==> config.mk <==
export PLATFORM = sky130hd
export DESIGN_NAME = lru_block_cache_directory_core_flat
export DESIGN_NICKNAME = d
export VERILOG_FILES = /design/src/rtl/lbcd_pkg.sv /design/src/rtl/lbcd_if.sv /design/src/rtl/lbcd_ctrl.sv /design/src/rtl/lbcd_datapath.sv /design/src/rtl/lru_block_cache_directory_core.sv /design/src/flat_wrapper.sv
export SDC_FILE = /design/constraint.sdc
export NUM_CORES = 2
export LEC_CHECK = 0
export BUFFER_PORTS_ARGS = -buffer_cell sky130_fd_sc_hd__buf_2
export CORE_UTILIZATION = 37
export CTS_CLUSTER_DIAMETER = 30
export CTS_CLUSTER_SIZE = 24
export DETAILED_ROUTE_END_ITERATION = 10
export PLACE_DENSITY = 0.5
export SYNTH_ARGS = -nofsm -noshare
export SYNTH_HDL_FRONTEND = slang
export SYNTH_SLANG_ARGS = --single-unit
==> constraint.sdc <==
create_clock -name i_clk -period 5.13 [get_ports i_clk]
set_clock_uncertainty 0.05 [all_clocks]
set_input_delay 1.026 -clock i_clk [delete_from_list [all_inputs] [get_ports i_clk]]
set_output_delay 1.026 -clock i_clk [all_outputs]
set_load 0.005 [all_outputs]
==> src/rtl/lbcd_pkg.sv <==
`timescale 1ns / 1ps

package lbcd_pkg;

    localparam logic [3:0] OP_LOOKUP      = 4'd0;
    localparam logic [3:0] OP_FILL        = 4'd1;
    localparam logic [3:0] OP_PROBE       = 4'd2;
    localparam logic [3:0] OP_MARK_DIRTY  = 4'd3;
    localparam logic [3:0] OP_CLEAR_DIRTY = 4'd4;
    localparam logic [3:0] OP_INVALIDATE  = 4'd5;
    localparam logic [3:0] OP_FLUSH       = 4'd6;
    localparam logic [3:0] OP_CLEAR_ALL   = 4'd7;
    localparam logic [3:0] OP_CLEAN_ALL   = 4'd8;
    localparam logic [3:0] OP_RESET_STATS = 4'd9;

    localparam logic [1:0] KIND_STATUS = 2'd0;
    localparam logic [1:0] KIND_EVICT  = 2'd1;
    localparam logic [1:0] KIND_FLUSH  = 2'd2;

    localparam logic CFG_CAPACITY      = 1'b0;
    localparam logic CFG_WRITE_THROUGH = 1'b1;

    localparam logic [4:0] CAPACITY_RESET = 5'd16;

    typedef enum logic [2:0] {
        S_IDLE,
        S_MATCH,
        S_EVICT,
        S_FLUSH,
        S_FINISH
    } t_state;

    typedef struct packed {
        logic in_ready;
        logic match;
        logic evict;
        logic flush_step;
        logic finish;
    } t_cmd;

    typedef struct packed {
        logic req_valid;
        logic out_free;
        logic is_fill;
        logic is_flush;
        logic need_evict;
        logic flush_done;
        logic flush_emit;
    } t_status;

    function automatic logic [31:0] sat_inc(input logic [31:0] v);
        return (v == 32'hFFFF_FFFF) ? v : v + 32'd1;
    endfunction

endpackage

==> src/rtl/lbcd_if.sv <==
`timescale 1ns / 1ps

interface lbcd_req_if;
    logic        valid;
    logic        ready;
    logic [3:0]  op;
    logic [31:0] block;
    logic        dirty_in;

    modport source (output valid, output op, output block, output dirty_in, input ready);
    modport sink (input valid, input op, input block, input dirty_in, output ready);
endinterface

interface lbcd_rsp_if;
    logic        valid;
    logic        ready;
    logic [1:0]  kind;
    logic [31:0] report_block;
    logic        found;
    logic        dirty_out;
    logic [3:0]  slot;
    logic        last;
    logic [4:0]  occupancy;
    logic [31:0] hit_total;
    logic [31:0] miss_total;
    logic [31:0] evict_total;

    modport source (output valid, output kind, output report_block, output found,
                    output dirty_out, output slot, output last, output occupancy,
                    output hit_total, output miss_total, output evict_total,
                    input ready);
    modport sink (input valid, input kind, input report_block, input found,
                  input dirty_out, input slot, input last, input occupancy,
                  input hit_total, input miss_total, input evict_total,
                  output ready);
endinterface

==> src/rtl/lbcd_ctrl.sv <==
`timescale 1ns / 1ps

module lbcd_ctrl (
    input  logic             i_clk,
    input  logic             i_rst_n,
    input  lbcd_pkg::t_status i_status,
    output lbcd_pkg::t_cmd   o_cmd
);

    lbcd_pkg::t_state r_state;
    lbcd_pkg::t_state n_state;

    always_ff @(posedge i_clk) begin
        if (!i_rst_n) begin
            r_state <= lbcd_pkg::S_IDLE;
        end else begin
            r_state <= n_state;
        end
    end

    always_comb begin
        n_state = r_state;
        case (r_state)
            lbcd_pkg::S_IDLE: begin
                if (i_status.req_valid) begin
                    n_state = lbcd_pkg::S_MATCH;
                end
            end
            lbcd_pkg::S_MATCH: begin
                if (i_status.is_flush) begin
                    n_state = lbcd_pkg::S_FLUSH;
                end else if (i_status.is_fill) begin
                    n_state = lbcd_pkg::S_EVICT;
                end else begin
                    n_state = lbcd_pkg::S_FINISH;
                end
            end
            lbcd_pkg::S_EVICT: begin
                if (!i_status.need_evict) begin
                    n_state = lbcd_pkg::S_FINISH;
                end
            end
            lbcd_pkg::S_FLUSH: begin
                if (i_status.flush_done) begin
                    n_state = lbcd_pkg::S_FINISH;
                end
            end
            lbcd_pkg::S_FINISH: begin
                if (i_status.out_free) begin
                    n_state = lbcd_pkg::S_IDLE;
                end
            end
            default: begin
                n_state = lbcd_pkg::S_IDLE;
            end
        endcase
    end

    always_comb begin
        o_cmd = '0;
        case (r_state)
            lbcd_pkg::S_IDLE: begin
                o_cmd.in_ready = 1'b1;
            end
            lbcd_pkg::S_MATCH: begin
                o_cmd.match = 1'b1;
            end
            lbcd_pkg::S_EVICT: begin
                o_cmd.evict = i_status.need_evict & i_status.out_free;
            end
            lbcd_pkg::S_FLUSH: begin
                o_cmd.flush_step = ~i_status.flush_done
                                 & (~i_status.flush_emit | i_status.out_free);
            end
            lbcd_pkg::S_FINISH: begin
                o_cmd.finish = i_status.out_free;
            end
            default: begin
                o_cmd = '0;
            end
        endcase
    end

endmodule

==> src/rtl/lbcd_datapath.sv <==
`timescale 1ns / 1ps

module lbcd_datapath #(
    parameter int ENTRIES        = 16,
    parameter int BLOCK_NUM_BITS = 32
) (
    input  logic              i_clk,
    input  logic              i_rst_n,
    input  lbcd_pkg::t_cmd    i_cmd,
    output lbcd_pkg::t_status o_status,
    output logic              o_load,
    input  logic              i_cfg_wr_en,
    input  logic              i_cfg_index,
    input  logic [4:0]        i_cfg_data,
    lbcd_req_if.sink          i_req,
    lbcd_rsp_if.source        o_rsp
);

    localparam int RW = (ENTRIES > 1) ? $clog2(ENTRIES) : 1;
    localparam int CW = $clog2(ENTRIES + 1);
    localparam int KB = (BLOCK_NUM_BITS < 32) ? BLOCK_NUM_BITS : 32;
    localparam logic [8:0] ENT9 = 9'(ENTRIES);

    logic [KB-1:0] r_block [ENTRIES];
    logic [RW-1:0] r_rank  [ENTRIES];
    logic [ENTRIES-1:0] r_valid, n_valid;
    logic [ENTRIES-1:0] r_dirty, n_dirty;
    logic [RW-1:0] n_rank [ENTRIES];
    logic [CW-1:0] r_vc, n_vc;
    logic [31:0] r_hits, n_hits, r_miss, n_miss, r_evs, n_evs;
    logic [4:0]  r_cap;
    logic        r_wt;
    logic [3:0]  r_op;
    logic [KB-1:0] r_blk;
    logic        r_din;
    logic        r_hit;
    logic [RW-1:0] r_hslot;
    logic        r_hdirty;
    logic [CW-1:0] r_frank;
    logic        r_ov;
    logic [1:0]  r_kind, n_kind;
    logic [31:0] r_rblk, n_rblk;
    logic        r_found, n_found, r_dout, n_dout, r_last;
    logic [3:0]  r_slot, n_slot;

    logic          m_hit, ev_found, fl_found, fr_found, out_free, has_blk, emit;
    logic [RW-1:0] m_slot, ev_slot, fl_slot, fr_slot, vc_m1, rr;
    logic [8:0]    cap_eff, vc9;

    assign has_blk  = (r_op <= lbcd_pkg::OP_INVALIDATE);
    assign out_free = ~r_ov | o_rsp.ready;
    assign o_load   = i_cmd.in_ready & i_req.valid;
    assign vc_m1    = RW'(r_vc - CW'(1));
    assign vc9      = 9'(r_vc);

    always_comb begin
        m_hit = 1'b0; m_slot = '0;
        ev_found = 1'b0; ev_slot = '0;
        fl_found = 1'b0; fl_slot = '0;
        fr_found = 1'b0; fr_slot = '0;
        for (int i = ENTRIES - 1; i >= 0; i--) begin
            if (r_valid[i] && r_block[i] == r_blk) begin
                m_hit = 1'b1; m_slot = RW'(i);
            end
            if (r_valid[i] && r_rank[i] == vc_m1) begin
                ev_found = 1'b1; ev_slot = RW'(i);
            end
            if (r_valid[i] && r_rank[i] == RW'(r_frank)) begin
                fl_found = 1'b1; fl_slot = RW'(i);
            end
            if (!r_valid[i]) begin
                fr_found = 1'b1; fr_slot = RW'(i);
            end
        end
        if (r_cap == 5'd0) begin
            cap_eff = 9'd1;
        end else if (9'(r_cap) > ENT9) begin
            cap_eff = ENT9;
        end else begin
            cap_eff = 9'(r_cap);
        end
    end

    assign o_status.req_valid  = i_req.valid;
    assign o_status.out_free   = out_free;
    assign o_status.is_fill    = (r_op == lbcd_pkg::OP_FILL);
    assign o_status.is_flush   = (r_op == lbcd_pkg::OP_FLUSH);
    assign o_status.need_evict = (r_op == lbcd_pkg::OP_FILL) & ~r_hit & (vc9 >= cap_eff)
                               & (r_vc != '0) & ev_found;
    assign o_status.flush_done = (r_frank >= r_vc);
    assign o_status.flush_emit = fl_found & r_dirty[fl_slot];

    always_comb begin
        n_valid = r_valid; n_dirty = r_dirty; n_rank = r_rank; n_vc = r_vc;
        n_hits = r_hits; n_miss = r_miss; n_evs = r_evs;
        n_kind = lbcd_pkg::KIND_STATUS;
        n_rblk = has_blk ? 32'(r_blk) : 32'd0;
        n_found = r_hit;
        n_dout = r_hit & r_hdirty;
        n_slot = r_hit ? 4'(r_hslot) : 4'd0;
        emit = 1'b0;
        rr = r_rank[r_hslot];
        if (i_cmd.evict) begin
            emit = 1'b1;
            n_kind = lbcd_pkg::KIND_EVICT;
            n_rblk = 32'(r_block[ev_slot]);
            n_found = 1'b0;
            n_dout = r_dirty[ev_slot];
            n_slot = 4'(ev_slot);
            n_valid[ev_slot] = 1'b0;
            n_dirty[ev_slot] = 1'b0;
            n_vc = r_vc - CW'(1);
            n_evs = lbcd_pkg::sat_inc(r_evs);
        end
        if (i_cmd.flush_step && o_status.flush_emit) begin
            emit = 1'b1;
            n_kind = lbcd_pkg::KIND_FLUSH;
            n_rblk = 32'(r_block[fl_slot]);
            n_found = 1'b0;
            n_dout = 1'b1;
            n_slot = 4'(fl_slot);
            n_dirty[fl_slot] = 1'b0;
        end
        if (i_cmd.finish) begin
            emit = 1'b1;
            case (r_op)
                lbcd_pkg::OP_LOOKUP: begin
                    if (r_hit) begin
                        for (int j = 0; j < ENTRIES; j++) begin
                            if (r_valid[j] && r_rank[j] < rr) n_rank[j] = r_rank[j] + RW'(1);
                        end
                        n_rank[r_hslot] = '0;
                        n_hits = lbcd_pkg::sat_inc(r_hits);
                    end else begin
                        n_miss = lbcd_pkg::sat_inc(r_miss);
                    end
                end
                lbcd_pkg::OP_FILL: begin
                    if (r_hit) begin
                        n_dirty[r_hslot] = ~r_wt & (r_hdirty | r_din);
                        n_dout = ~r_wt & (r_hdirty | r_din);
                        for (int j = 0; j < ENTRIES; j++) begin
                            if (r_valid[j] && r_rank[j] < rr) n_rank[j] = r_rank[j] + RW'(1);
                        end
                        n_rank[r_hslot] = '0;
                    end else if (fr_found) begin
                        for (int j = 0; j < ENTRIES; j++) begin
                            if (r_valid[j]) n_rank[j] = r_rank[j] + RW'(1);
                        end
                        n_valid[fr_slot] = 1'b1;
                        n_dirty[fr_slot] = ~r_wt & r_din;
                        n_rank[fr_slot] = '0;
                        n_vc = r_vc + CW'(1);
                        n_slot = 4'(fr_slot);
                        n_dout = ~r_wt & r_din;
                    end
                end
                lbcd_pkg::OP_MARK_DIRTY: begin
                    if (r_hit) begin
                        n_dirty[r_hslot] = 1'b1;
                        n_dout = 1'b1;
                    end
                end
                lbcd_pkg::OP_CLEAR_DIRTY: begin
                    if (r_hit) begin
                        n_dirty[r_hslot] = 1'b0;
                        n_dout = 1'b0;
                    end
                end
                lbcd_pkg::OP_INVALIDATE: begin
                    if (r_hit) begin
                        n_valid[r_hslot] = 1'b0;
                        n_dirty[r_hslot] = 1'b0;
                        for (int j = 0; j < ENTRIES; j++) begin
                            if (r_valid[j] && r_rank[j] > rr) n_rank[j] = r_rank[j] - RW'(1);
                        end
                        if (r_vc != '0) n_vc = r_vc - CW'(1);
                    end
                end
                lbcd_pkg::OP_CLEAR_ALL: begin
                    n_valid = '0;
                    n_dirty = '0;
                    n_vc = '0;
                end
                lbcd_pkg::OP_CLEAN_ALL: begin
                    n_dirty = '0;
                end
                lbcd_pkg::OP_RESET_STATS: begin
                    n_hits = '0;
                    n_miss = '0;
                    n_evs = '0;
                end
                default: begin
                    n_kind = lbcd_pkg::KIND_STATUS;
                end
            endcase
        end
    end

    always_ff @(posedge i_clk) begin
        if (!i_rst_n) begin
            r_valid <= '0;
            r_dirty <= '0;
            r_vc    <= '0;
            r_hits  <= '0;
            r_miss  <= '0;
            r_evs   <= '0;
            r_cap   <= lbcd_pkg::CAPACITY_RESET;
            r_wt    <= 1'b0;
            r_ov    <= 1'b0;
            r_frank <= '0;
        end else begin
            r_valid <= n_valid;
            r_dirty <= n_dirty;
            r_vc    <= n_vc;
            r_hits  <= n_hits;
            r_miss  <= n_miss;
            r_evs   <= n_evs;
            if (i_cfg_wr_en && i_cfg_index == lbcd_pkg::CFG_CAPACITY) r_cap <= i_cfg_data;
            if (i_cfg_wr_en && i_cfg_index == lbcd_pkg::CFG_WRITE_THROUGH) r_wt <= i_cfg_data[0];
            if (emit) begin
                r_ov <= 1'b1;
            end else if (o_rsp.ready) begin
                r_ov <= 1'b0;
            end
            if (o_load) begin
                r_frank <= '0;
            end else if (i_cmd.flush_step) begin
                r_frank <= r_frank + CW'(1);
            end
        end
    end

    always_ff @(posedge i_clk) begin
        r_rank <= n_rank;
        if (i_cmd.finish && r_op == lbcd_pkg::OP_FILL && !r_hit && fr_found) begin
            r_block[fr_slot] <= r_blk;
        end
        if (o_load) begin
            r_op  <= i_req.op;
            r_blk <= KB'(i_req.block);
            r_din <= i_req.dirty_in;
        end
        if (i_cmd.match) begin
            r_hit    <= m_hit & has_blk;
            r_hslot  <= m_slot;
            r_hdirty <= r_dirty[m_slot];
        end
        if (emit) begin
            r_kind  <= n_kind;
            r_rblk  <= n_rblk;
            r_found <= n_found;
            r_dout  <= n_dout;
            r_slot  <= n_slot;
            r_last  <= i_cmd.finish;
        end
    end

    assign i_req.ready       = i_cmd.in_ready;
    assign o_rsp.valid       = r_ov;
    assign o_rsp.kind        = r_kind;
    assign o_rsp.report_block = r_rblk;
    assign o_rsp.found       = r_found;
    assign o_rsp.dirty_out   = r_dout;
    assign o_rsp.slot        = r_slot;
    assign o_rsp.last        = r_last;
    assign o_rsp.occupancy   = 5'(r_vc);
    assign o_rsp.hit_total   = r_hits;
    assign o_rsp.miss_total  = r_miss;
    assign o_rsp.evict_total = r_evs;

    a_count: assert property (@(posedge i_clk) disable iff (!i_rst_n)
        $countones(r_valid) == 32'(r_vc))
        else $error("valid bits disagree with occupancy");
    a_bound: assert property (@(posedge i_clk) disable iff (!i_rst_n)
        32'(r_vc) <= 32'(ENTRIES))
        else $error("occupancy above entry count");
    a_emit: assert property (@(posedge i_clk) disable iff (!i_rst_n)
        emit |-> out_free)
        else $error("result written over a pending one");
    a_evict: assert property (@(posedge i_clk) disable iff (!i_rst_n)
        i_cmd.evict |=> (r_ov && r_kind == lbcd_pkg::KIND_EVICT))
        else $error("eviction without report");

endmodule

==> src/rtl/lru_block_cache_directory_core.sv <==
`timescale 1ns / 1ps

// Fully associative block cache directory with least-recently-used replacement and dirty
// marks; each request is one command and produces zero or more eviction or flush reports
// followed by one status result marked last. A request passes through capture, parallel
// tag compare, then update and status. A fill adds an eviction step that emits one report
// per eviction, and a flush scan walks each valid entry in rank order before its status.
// The controller accepts the next request only after the status result has been loaded
// into the output register, and a stalled output holds the walk at the next report.

module lru_block_cache_directory_core #(
    parameter int ENTRIES        = 16,
    parameter int BLOCK_NUM_BITS = 32
) (
    input  logic       i_clk,
    input  logic       i_rst_n,
    input  logic       i_cfg_wr_en,
    input  logic       i_cfg_index,
    input  logic [4:0] i_cfg_data,
    lbcd_req_if.sink   i_req,
    lbcd_rsp_if.source o_rsp
);

    lbcd_pkg::t_cmd    cmd;
    lbcd_pkg::t_status status;
    logic              load;

    lbcd_ctrl u_ctrl (
        .i_clk    (i_clk),
        .i_rst_n  (i_rst_n),
        .i_status (status),
        .o_cmd    (cmd)
    );

    lbcd_datapath #(
        .ENTRIES        (ENTRIES),
        .BLOCK_NUM_BITS (BLOCK_NUM_BITS)
    ) u_datapath (
        .i_clk       (i_clk),
        .i_rst_n     (i_rst_n),
        .i_cmd       (cmd),
        .o_status    (status),
        .o_load      (load),
        .i_cfg_wr_en (i_cfg_wr_en),
        .i_cfg_index (i_cfg_index),
        .i_cfg_data  (i_cfg_data),
        .i_req       (i_req),
        .o_rsp       (o_rsp)
    );

    a_load: assert property (@(posedge i_clk) disable iff (!i_rst_n)
        load |=> !i_req.ready)
        else $error("request taken while busy");

endmodule

==> src/flat_wrapper.sv <==
// flat-port wrapper written by rule: the top's interface ports become plain ports
module lru_block_cache_directory_core_flat 
#(
    parameter int ENTRIES        = 16,
    parameter int BLOCK_NUM_BITS = 32
)
  (i_clk, i_rst_n, i_cfg_wr_en, i_cfg_index, i_cfg_data, i_req_valid, i_req_op, i_req_block, i_req_dirty_in, i_req_ready, o_rsp_valid, o_rsp_kind, o_rsp_report_block, o_rsp_found, o_rsp_dirty_out, o_rsp_slot, o_rsp_last, o_rsp_occupancy, o_rsp_hit_total, o_rsp_miss_total, o_rsp_evict_total, o_rsp_ready);
  lbcd_req_if i_req_i ();
  lbcd_rsp_if o_rsp_i ();
  input  logic i_clk;
  input  logic i_rst_n;
  input  logic i_cfg_wr_en;
  input  logic i_cfg_index;
  input  logic [4:0] i_cfg_data;
  input wire logic [$bits(i_req_i.valid)-1:0] i_req_valid;
  input wire logic [$bits(i_req_i.op)-1:0] i_req_op;
  input wire logic [$bits(i_req_i.block)-1:0] i_req_block;
  input wire logic [$bits(i_req_i.dirty_in)-1:0] i_req_dirty_in;
  output wire logic [$bits(i_req_i.ready)-1:0] i_req_ready;
  output wire logic [$bits(o_rsp_i.valid)-1:0] o_rsp_valid;
  output wire logic [$bits(o_rsp_i.kind)-1:0] o_rsp_kind;
  output wire logic [$bits(o_rsp_i.report_block)-1:0] o_rsp_report_block;
  output wire logic [$bits(o_rsp_i.found)-1:0] o_rsp_found;
  output wire logic [$bits(o_rsp_i.dirty_out)-1:0] o_rsp_dirty_out;
  output wire logic [$bits(o_rsp_i.slot)-1:0] o_rsp_slot;
  output wire logic [$bits(o_rsp_i.last)-1:0] o_rsp_last;
  output wire logic [$bits(o_rsp_i.occupancy)-1:0] o_rsp_occupancy;
  output wire logic [$bits(o_rsp_i.hit_total)-1:0] o_rsp_hit_total;
  output wire logic [$bits(o_rsp_i.miss_total)-1:0] o_rsp_miss_total;
  output wire logic [$bits(o_rsp_i.evict_total)-1:0] o_rsp_evict_total;
  input wire logic [$bits(o_rsp_i.ready)-1:0] o_rsp_ready;
  assign i_req_i.valid = i_req_valid;
  assign i_req_i.op = i_req_op;
  assign i_req_i.block = i_req_block;
  assign i_req_i.dirty_in = i_req_dirty_in;
  assign i_req_ready = i_req_i.ready;
  assign o_rsp_valid = o_rsp_i.valid;
  assign o_rsp_kind = o_rsp_i.kind;
  assign o_rsp_report_block = o_rsp_i.report_block;
  assign o_rsp_found = o_rsp_i.found;
  assign o_rsp_dirty_out = o_rsp_i.dirty_out;
  assign o_rsp_slot = o_rsp_i.slot;
  assign o_rsp_last = o_rsp_i.last;
  assign o_rsp_occupancy = o_rsp_i.occupancy;
  assign o_rsp_hit_total = o_rsp_i.hit_total;
  assign o_rsp_miss_total = o_rsp_i.miss_total;
  assign o_rsp_evict_total = o_rsp_i.evict_total;
  assign o_rsp_i.ready = o_rsp_ready;
  lru_block_cache_directory_core #(.ENTRIES(ENTRIES), .BLOCK_NUM_BITS(BLOCK_NUM_BITS)) u_core (.i_clk(i_clk), .i_rst_n(i_rst_n), .i_cfg_wr_en(i_cfg_wr_en), .i_cfg_index(i_cfg_index), .i_cfg_data(i_cfg_data), .i_req(i_req_i), .o_rsp(o_rsp_i));
endmodule
Word level (Yosys, flattened, before mapping)
Memory sizes are Yosys's and may differ from the RTL's.
Cells that the tools add are included.

word-level totals
  bits in registers = 296
  bits in writable memories = 512
  output and inout bits = 144
  word-level logic and storage cells = 801
  memories kept = 1

cells by class
  add/subtract/negate cells = 38
  $lt $le $gt $ge = 49
  equality and inequality tests = 89
  multiplexer cells = 422
  bitwise gates (word level) = 39
  reduce and logical (&&, ||, !) cells = 124

memories
  name                       depth  bits a word  read ports  clocked after memory_dff  write ports  RTL line             RTL
  u_core.u_datapath.r_block  16     32           18          0                         1            lbcd_datapath.sv:24  logic [KB-1:0] r_block [ENTRIES];

operators by type and width
  kind                                              count
  2-to-1 mux 4 bit                                  267
  == test 32 bit                                    16
  2-to-1 mux 32 bit                                 11
  2-to-1 mux 64 bit                                 4
  bitwise AND 64 bit                                3
  2-to-1 mux 16 bit                                 12
  one-hot mux 64 bit (3 select lines)               1
  == test 4 bit                                     32
  NOT 64 bit                                        2
  one-hot mux 32 bit (2 select lines)               2
  adder 32 x 1 -> 32 bit, second input constant     3
  == test 32 bit, second input constant             3
  AND reduction 6 bit                               16
  logical AND 1 bit                                 92
  2-to-1 mux 1 bit                                  91
  bitwise AND 16 bit                                5
  adder 4 x 1 -> 4 bit, second input constant       16
  > comparator 4 bit                                16
  < comparator 4 bit                                16
  one-hot mux 16 bit (4 select lines)               1
  subtractor 4 x 1 -> 4 bit, second input constant  16
  != test 2 bit, second input constant              25
  NOT 16 bit                                        3
  one-hot mux 16 bit (3 select lines)               1
  other kinds (44)                                  107

Longest topological paths before layout
  word-level depth = 33
  mapped depth = 21
  gate-level depth less buffers = 16

By module
A second synthesis with hierarchy kept.

second synthesis, totals
  cell total of the unflattened synthesis = 5474
  area total of the unflattened synthesis = 55187.9 µm²

modules (own cells, without submodules)
  module         times used  cells each  area an instance (µm²)  seq. area each (µm²)
  lbcd_datapath  1           5443        54947.7                 22721.8
  lbcd_ctrl      1           31          240.2                   60.1

Worst setup path after synthesis
OpenSTA, ideal clock, no wires.

  kind = register -> register
  start = reg u_core.u_datapath.r_vc[0] (netlist: u_core.u_datapath.o_rsp.occupancy[0])
  end = reg u_core.u_datapath.r_dout (netlist: u_core.u_datapath.o_rsp.dirty_out) (enable)
  setup time = 539 ps
  data arrival time = 4121 ps
  data required time = 4541 ps
  slack = 420 ps
  stages on the path, launching flop included = 17
  path buffers = 6
  path through = dfxtp_1 > buf_4 > buf_4 > inv_1 > ha_1 > buf_2 > clkbuf_1 > xnor3_1 > nand4_1 > o22ai_1 > nor4_1 > nand3_1 > and3_1 > clkbuf_1 > a21oi_2 > buf_2 > nand2_1

between the ends
  word-level cells in the longest chain between the ends = 25
  elaborated cells on any way between the ends = 64
  classes of those cells = add/sub: 1; order compare: 2; eq/ne: 16; mux: 21; bitwise: 6; reduce/logical: 18

ends and longest elaborated chain
  element                          RTL line              RTL
  start: declaration               lbcd_datapath.sv:29   logic [CW-1:0] r_vc, n_vc;
  start signal: assignment         lbcd_datapath.sv:215  r_vc <= n_vc;
  subtractor 5 x 1 -> 5 bit        -
  == test 4 bit                    lbcd_datapath.sv:65   if (r_valid[i] && r_rank[i] == vc_m1) begin
  logical AND 1 bit                lbcd_datapath.sv:65
  2-to-1 mux 1 bit (16 in series)  lbcd_datapath.sv:65
  bitwise AND 1 bit                lbcd_datapath.sv:89   & (r_vc != '0) & ev_found;
  bitwise AND 1 bit                lbcd_ctrl.sv:69       o_cmd.evict = i_status.need_evict & i_status.out_free;
  2-to-1 mux 1 bit                 lbcd_ctrl.sv:61       case (r_state)
  2-to-1 mux 1 bit                 lbcd_datapath.sv:103  if (i_cmd.evict) begin
  2-to-1 mux 1 bit *               lbcd_datapath.sv:115  if (i_cmd.flush_step && o_status.flush_emit) begin
  2-to-1 mux 1 bit *               lbcd_datapath.sv:124  if (i_cmd.finish) begin
  net u_core.u_datapath.emit       lbcd_datapath.sv:46   logic m_hit, ev_found, fl_found, fr_found, out_free, has_blk, emit;
  end signal: assignment           lbcd_datapath.sv:253  r_dout <= n_dout;
  end: declaration                 lbcd_datapath.sv:43   logic r_found, n_found, r_dout, n_dout, r_last;

The timed path passes the listed nets; every way through them passes the cells marked *.
A chain may end at the register's enable or synchronous reset.

Worst setup path after layout
  start = reg u_core.u_datapath.r_vc[1] (netlist: u_core.u_datapath.o_rsp.occupancy[1])
  end = reg u_core.u_datapath.r_rblk[3] (netlist: u_core.u_datapath.o_rsp.report_block[3]) (data pin)

between the ends
  word-level cells in the longest chain between the ends = 24
  elaborated cells on any way between the ends = 80
  classes of those cells = add/sub: 1; order compare: 2; eq/ne: 16; mux: 36; bitwise: 6; reduce/logical: 18; memory: 1

ends and longest elaborated chain
  element                                                             RTL line              RTL
  branches (longest 23 deep; another with subtractor 5 x 1 -> 5 bit)  -
  2-to-1 mux 32 bit *                                                 lbcd_datapath.sv:115
  net u_core.u_datapath.n_rblk[3]                                     lbcd_datapath.sv:42   logic [31:0] r_rblk, n_rblk;
  end signal: assignment                                              lbcd_datapath.sv:251  r_rblk <= n_rblk;
  end: declaration                                                    lbcd_datapath.sv:42

Mark *: on every way through the listed nets, which the timed path passes.

==> results.yml <==
synth:
  seq_area_frac_synth: 0.4162
  synth_area_leaders: "edfxtp_1, xor2_1, dfxtp_1"
  synth_edf_count: 660
  synth_simple_gate_area_frac: 0.1835
  post-synth-top-count-cell: "nand2_1"
  post-synth-top-area-fraction: 0.3620
  netlist_top_cells_count: "nand2_1, edfxtp_1, xor2_1"
  post_synth_num_cell_types: 85
  post_synth_mux_area_share: 0.07245
  synth_area_per_cell_um2: 9.506
  synthFlopType: "edfxtp_1"
  synth-adder-area-share: 0.02560
  post-synth-top-area-cell: "edfxtp_1"
  synth_compound_gate_area_share: 0.1271
  synth_xor_area_frac: 0.1339
  ys_warn_count: 0
  synth-async-reset-ratio: 0
  synthesis.instances: 5759
  synth.net_count: 5919
  combinational_family_with_the_most_area_after_synthesis: "simple AND/OR/NAND/NOR gates"
  syn_area_um2: 54740
  postSynthRegisterBits: 808
critical_path:
  endpoint_kind: "register"
  worst_ep_required_time_ns: 5.68
  critPathLaunch: "u_core.u_datapath.o_rsp.occupancy[1]$_SDFF_PN0_"
  crit_path_start_kind: "register"
  worstSetupEndpoint: "u_core.u_datapath.o_rsp.report_block[3]$_DFFE_PP_"
  worstReg2RegStart: "u_core.u_datapath.o_rsp.occupancy[1]$_SDFF_PN0_"
  setup.worst_path.class: "register to register"
  crit-reg2reg-capture: "u_core.u_datapath.o_rsp.report_block[3]$_DFFE_PP_"
  worst-endpoint-arrival_ns: 5.54
  crit_path_max_fanout: 34
  worstRegToRegCells: 17
  r2r_slack_ns: 0.14
clock_tree:
  cts_setup_buffers: 0
  cts_buffer_depth: 3
  total_number_of_h_tree_levels: 4
  tritoncts_num_sinks: 808
  clkSlewWorstSetupHoldPaths_ns: 0.05
  cts_inserted_buffers: 222
  clock_tree_from_tritoncts: "built"
  cts_root_buffer: "clkbuf_16"
  insertion_delay_ns: 0.86
global_route:
  overflow: 0
  grt_start_max_net_pins: 93
  grt_antenna_before_repair: 10
  all_layer_global_routing_usage: 0.3815
  grt_first_pass_wirelength_mm: 401.3
  vias_in_the_first_global_route: 49340
sta:
  grt_setup_unrepaired: "false"
  worst_slew_margin_rel: 0.1908
  clock_period_minus_final_worst_setup_slack_ns: 4.989
  max_freq_mhz: 200.4
  post_route_worst_setup_slack_ns: 0.1406
  max_slew.worst_pin.slew_ns: 1.211
  hold_viol: 0
  period_share: 0.9726
  maxSlewViolCount: 0
  final-setup-viol-count: 0
detailed_routing:
  wl_met2_mm: 132.6
  final_antenna_net_count: 0
  routed-wl-met3_mm: 22.98
  dr_total_vias: 52210
  met1Wirelength_mm: 113.7
  drt_first_iter_violations: 6313
  topRoutingLayerUsed: "met5"
  avgViaCountPerCell: 6.273
  wl_mm: 294.0
  wire_per_inst_um: 35.33
  drt-pass1-iter-count: 8
  remaining_drc_errors: 0
placed_design:
  detailed_place_hpwl_mm: 222.0
  post_place_setup_slack_ns: -0.4743
  numPortBuffers: 191
  dp.cells: 7895
  place.gp.congestion: 1.033
  place_area_um2: 60610
floorplanning:
  floorplan.core_area_um2: 146300
  placementRows: 140
  ios: 192
  die_area_um2: 149500
  floorplan.die.height_um: 386.6
  start_util: 0.3743
  die_width_um: 386.6
layout:
  area_delta_synth_final_pct: 25.41
  finalNetCount: 6362
  fin_area_um2: 68650
  layout.core_utilization: 0.4694
  ratio_of_cells_with_drive_above_1_in_the_final_layout: 0.1927
  layoutNonFillerInstCount: 8322
power_and_ir_drop:
  static-leakage-power_nw: 25.69
  post-layout-total-power_w: 0.02619
  power_per_unit_of_standard_cell_area_nw_per_um2: 381.6
  ir_worst_vdd_mv: 0.3545
run_status:
  status: "completed"
min_path:
  timing.hold.worst.class: "input pin to register"
run:
  cap_violations: 0
## cell type report
type / instances / area (um^2)
flip-flops and latches: 808 / 22780
multi-input cells: 4415 / 30050
diodes: 2 / 5.005
clock buffers: 260 / 5868
repair buffers: 641 / 5035
clock inverters: 165 / 2088
well taps: 1917 / 2399
inverters: 114 / 427.9
fillers: 13800 / 77610
## worst max-delay path, cell delays in order, from the launching register on
cell and delay [ns]:
dfxtp_1 0.32, inv_1 0.06, ha_2 0.43, buf_4 0.25, xnor2_1 0.08, nor4_1 0.47
o2bb2ai_2 0.19, a311oi_1 0.08, or4_4 0.54, a21o_4 0.40, buf_4 0.36, nand2_1 0.12
a21oi_1 0.23, nor4_2 0.63, buf_4 0.25, o221ai_1 0.10, nand2_1 0.09, nand2_1 0.05
## cell usage in the layout, fill, tap and decap left out, drive strengths merged, types with 128 or more instances in the layout
cell type	count
mux2i	214
a21oi	272
inv	128
nand4	202
edfxtp	660
nor4	188
nand2	739
nand3	174
nor2	329
o21ai	273
dfxtp	148
clkbuf	260
buf	641
xor2	468
xnor2	294
## cell families (layout without fill, tap and decap cells)
family / after synthesis / count (layout)
fa+ha+maj: 112 / 112
flops: 808 / 808
xor+xnor: 791 / 791
other cells: 0 / 2
compound gates: 1103 / 1103
simple gates: 2053 / 2053
mux: 356 / 356
buf+inv: 536 / 1180
## metrics by stage
step | hold slack, ns | TNS, ns
2_1_floorplan | 0.4111 | 0
3_3_place_gp | 0.4320 | -1.196
3_5_place_dp | 0.4380 | -1.207
4_1_cts | 0.2505 | 0
5_1_grt | 0.2628 | 0
6_report | 0.2918 | 0
## registers in the layout, summed over array words and instances (netlist names), 2 cells and up
signal and count:
u_core.u_datapath.o_rsp.miss_total 32, u_core.u_datapath.r_op 4, u_core.u_datapath.r_rank 64, u_core.u_datapath.r_cap 5, u_core.u_datapath.r_hslot 4, u_core.u_datapath.o_rsp.slot 4, u_core.u_ctrl.r_state 3, u_core.u_datapath.o_rsp.report_block 32
u_core.u_datapath.o_rsp.kind 2, u_core.u_datapath.o_rsp.hit_total 32, u_core.u_datapath.r_frank 5, u_core.u_datapath.o_rsp.evict_total 32, u_core.u_datapath.r_block 512, u_core.u_datapath.r_blk 32, u_core.u_datapath.o_rsp.occupancy 5, u_core.u_datapath.r_valid 16
u_core.u_datapath.r_dirty 16
## metal layers
layer / up-vias / GRT usage
li1: 22310 / -
met1: 25900 / 0.4713
met2: 3160 / 0.6004
met3: 838 / 0.06833
met4: 6 / 0.2725
met5: - / 0
## power by group
group	total, W	internal (W)	switching (W)
clock network	0.0146	0.00989	0.00469
logic	0.00392	0.00118	0.00274
registers	0.00769	0.00742	0.000268
total	0.0262	0.0185	0.00770
## repair_timing
action | 4_1_cts | 5_1_grt
hold buffers | 0 | 0
endpoints found under the setup margin | 6 | 6
resized for setup | 7 | 6
## worst min path at each step
| stage | startpoint | end | depth (start not counted) |
|---|---|---|---|
| floorplan | u_core.u_datapath.r_cap[0]$_SDFFE_PN0P_ | u_core.u_datapath.r_cap[0]$_SDFFE_PN0P_ | 2 |
| global placement | u_core.u_datapath.o_rsp.hit_total[31]$_SDFFE_PN0P_ | u_core.u_datapath.o_rsp.hit_total[31]$_SDFFE_PN0P_ | 2 |
| detailed placement | u_core.u_datapath.r_cap[0]$_SDFFE_PN0P_ | u_core.u_datapath.r_cap[0]$_SDFFE_PN0P_ | 2 |
| CTS | i_req_op[3] | u_core.u_datapath.r_op[3]$_DFFE_PP_ | 1 |
| global route | i_req_op[3] | u_core.u_datapath.r_op[3]$_DFFE_PP_ | 1 |
| finish | i_req_op[3] | u_core.u_datapath.r_op[3]$_DFFE_PP_ | 1 |
(Power assumes the default switching activity.)
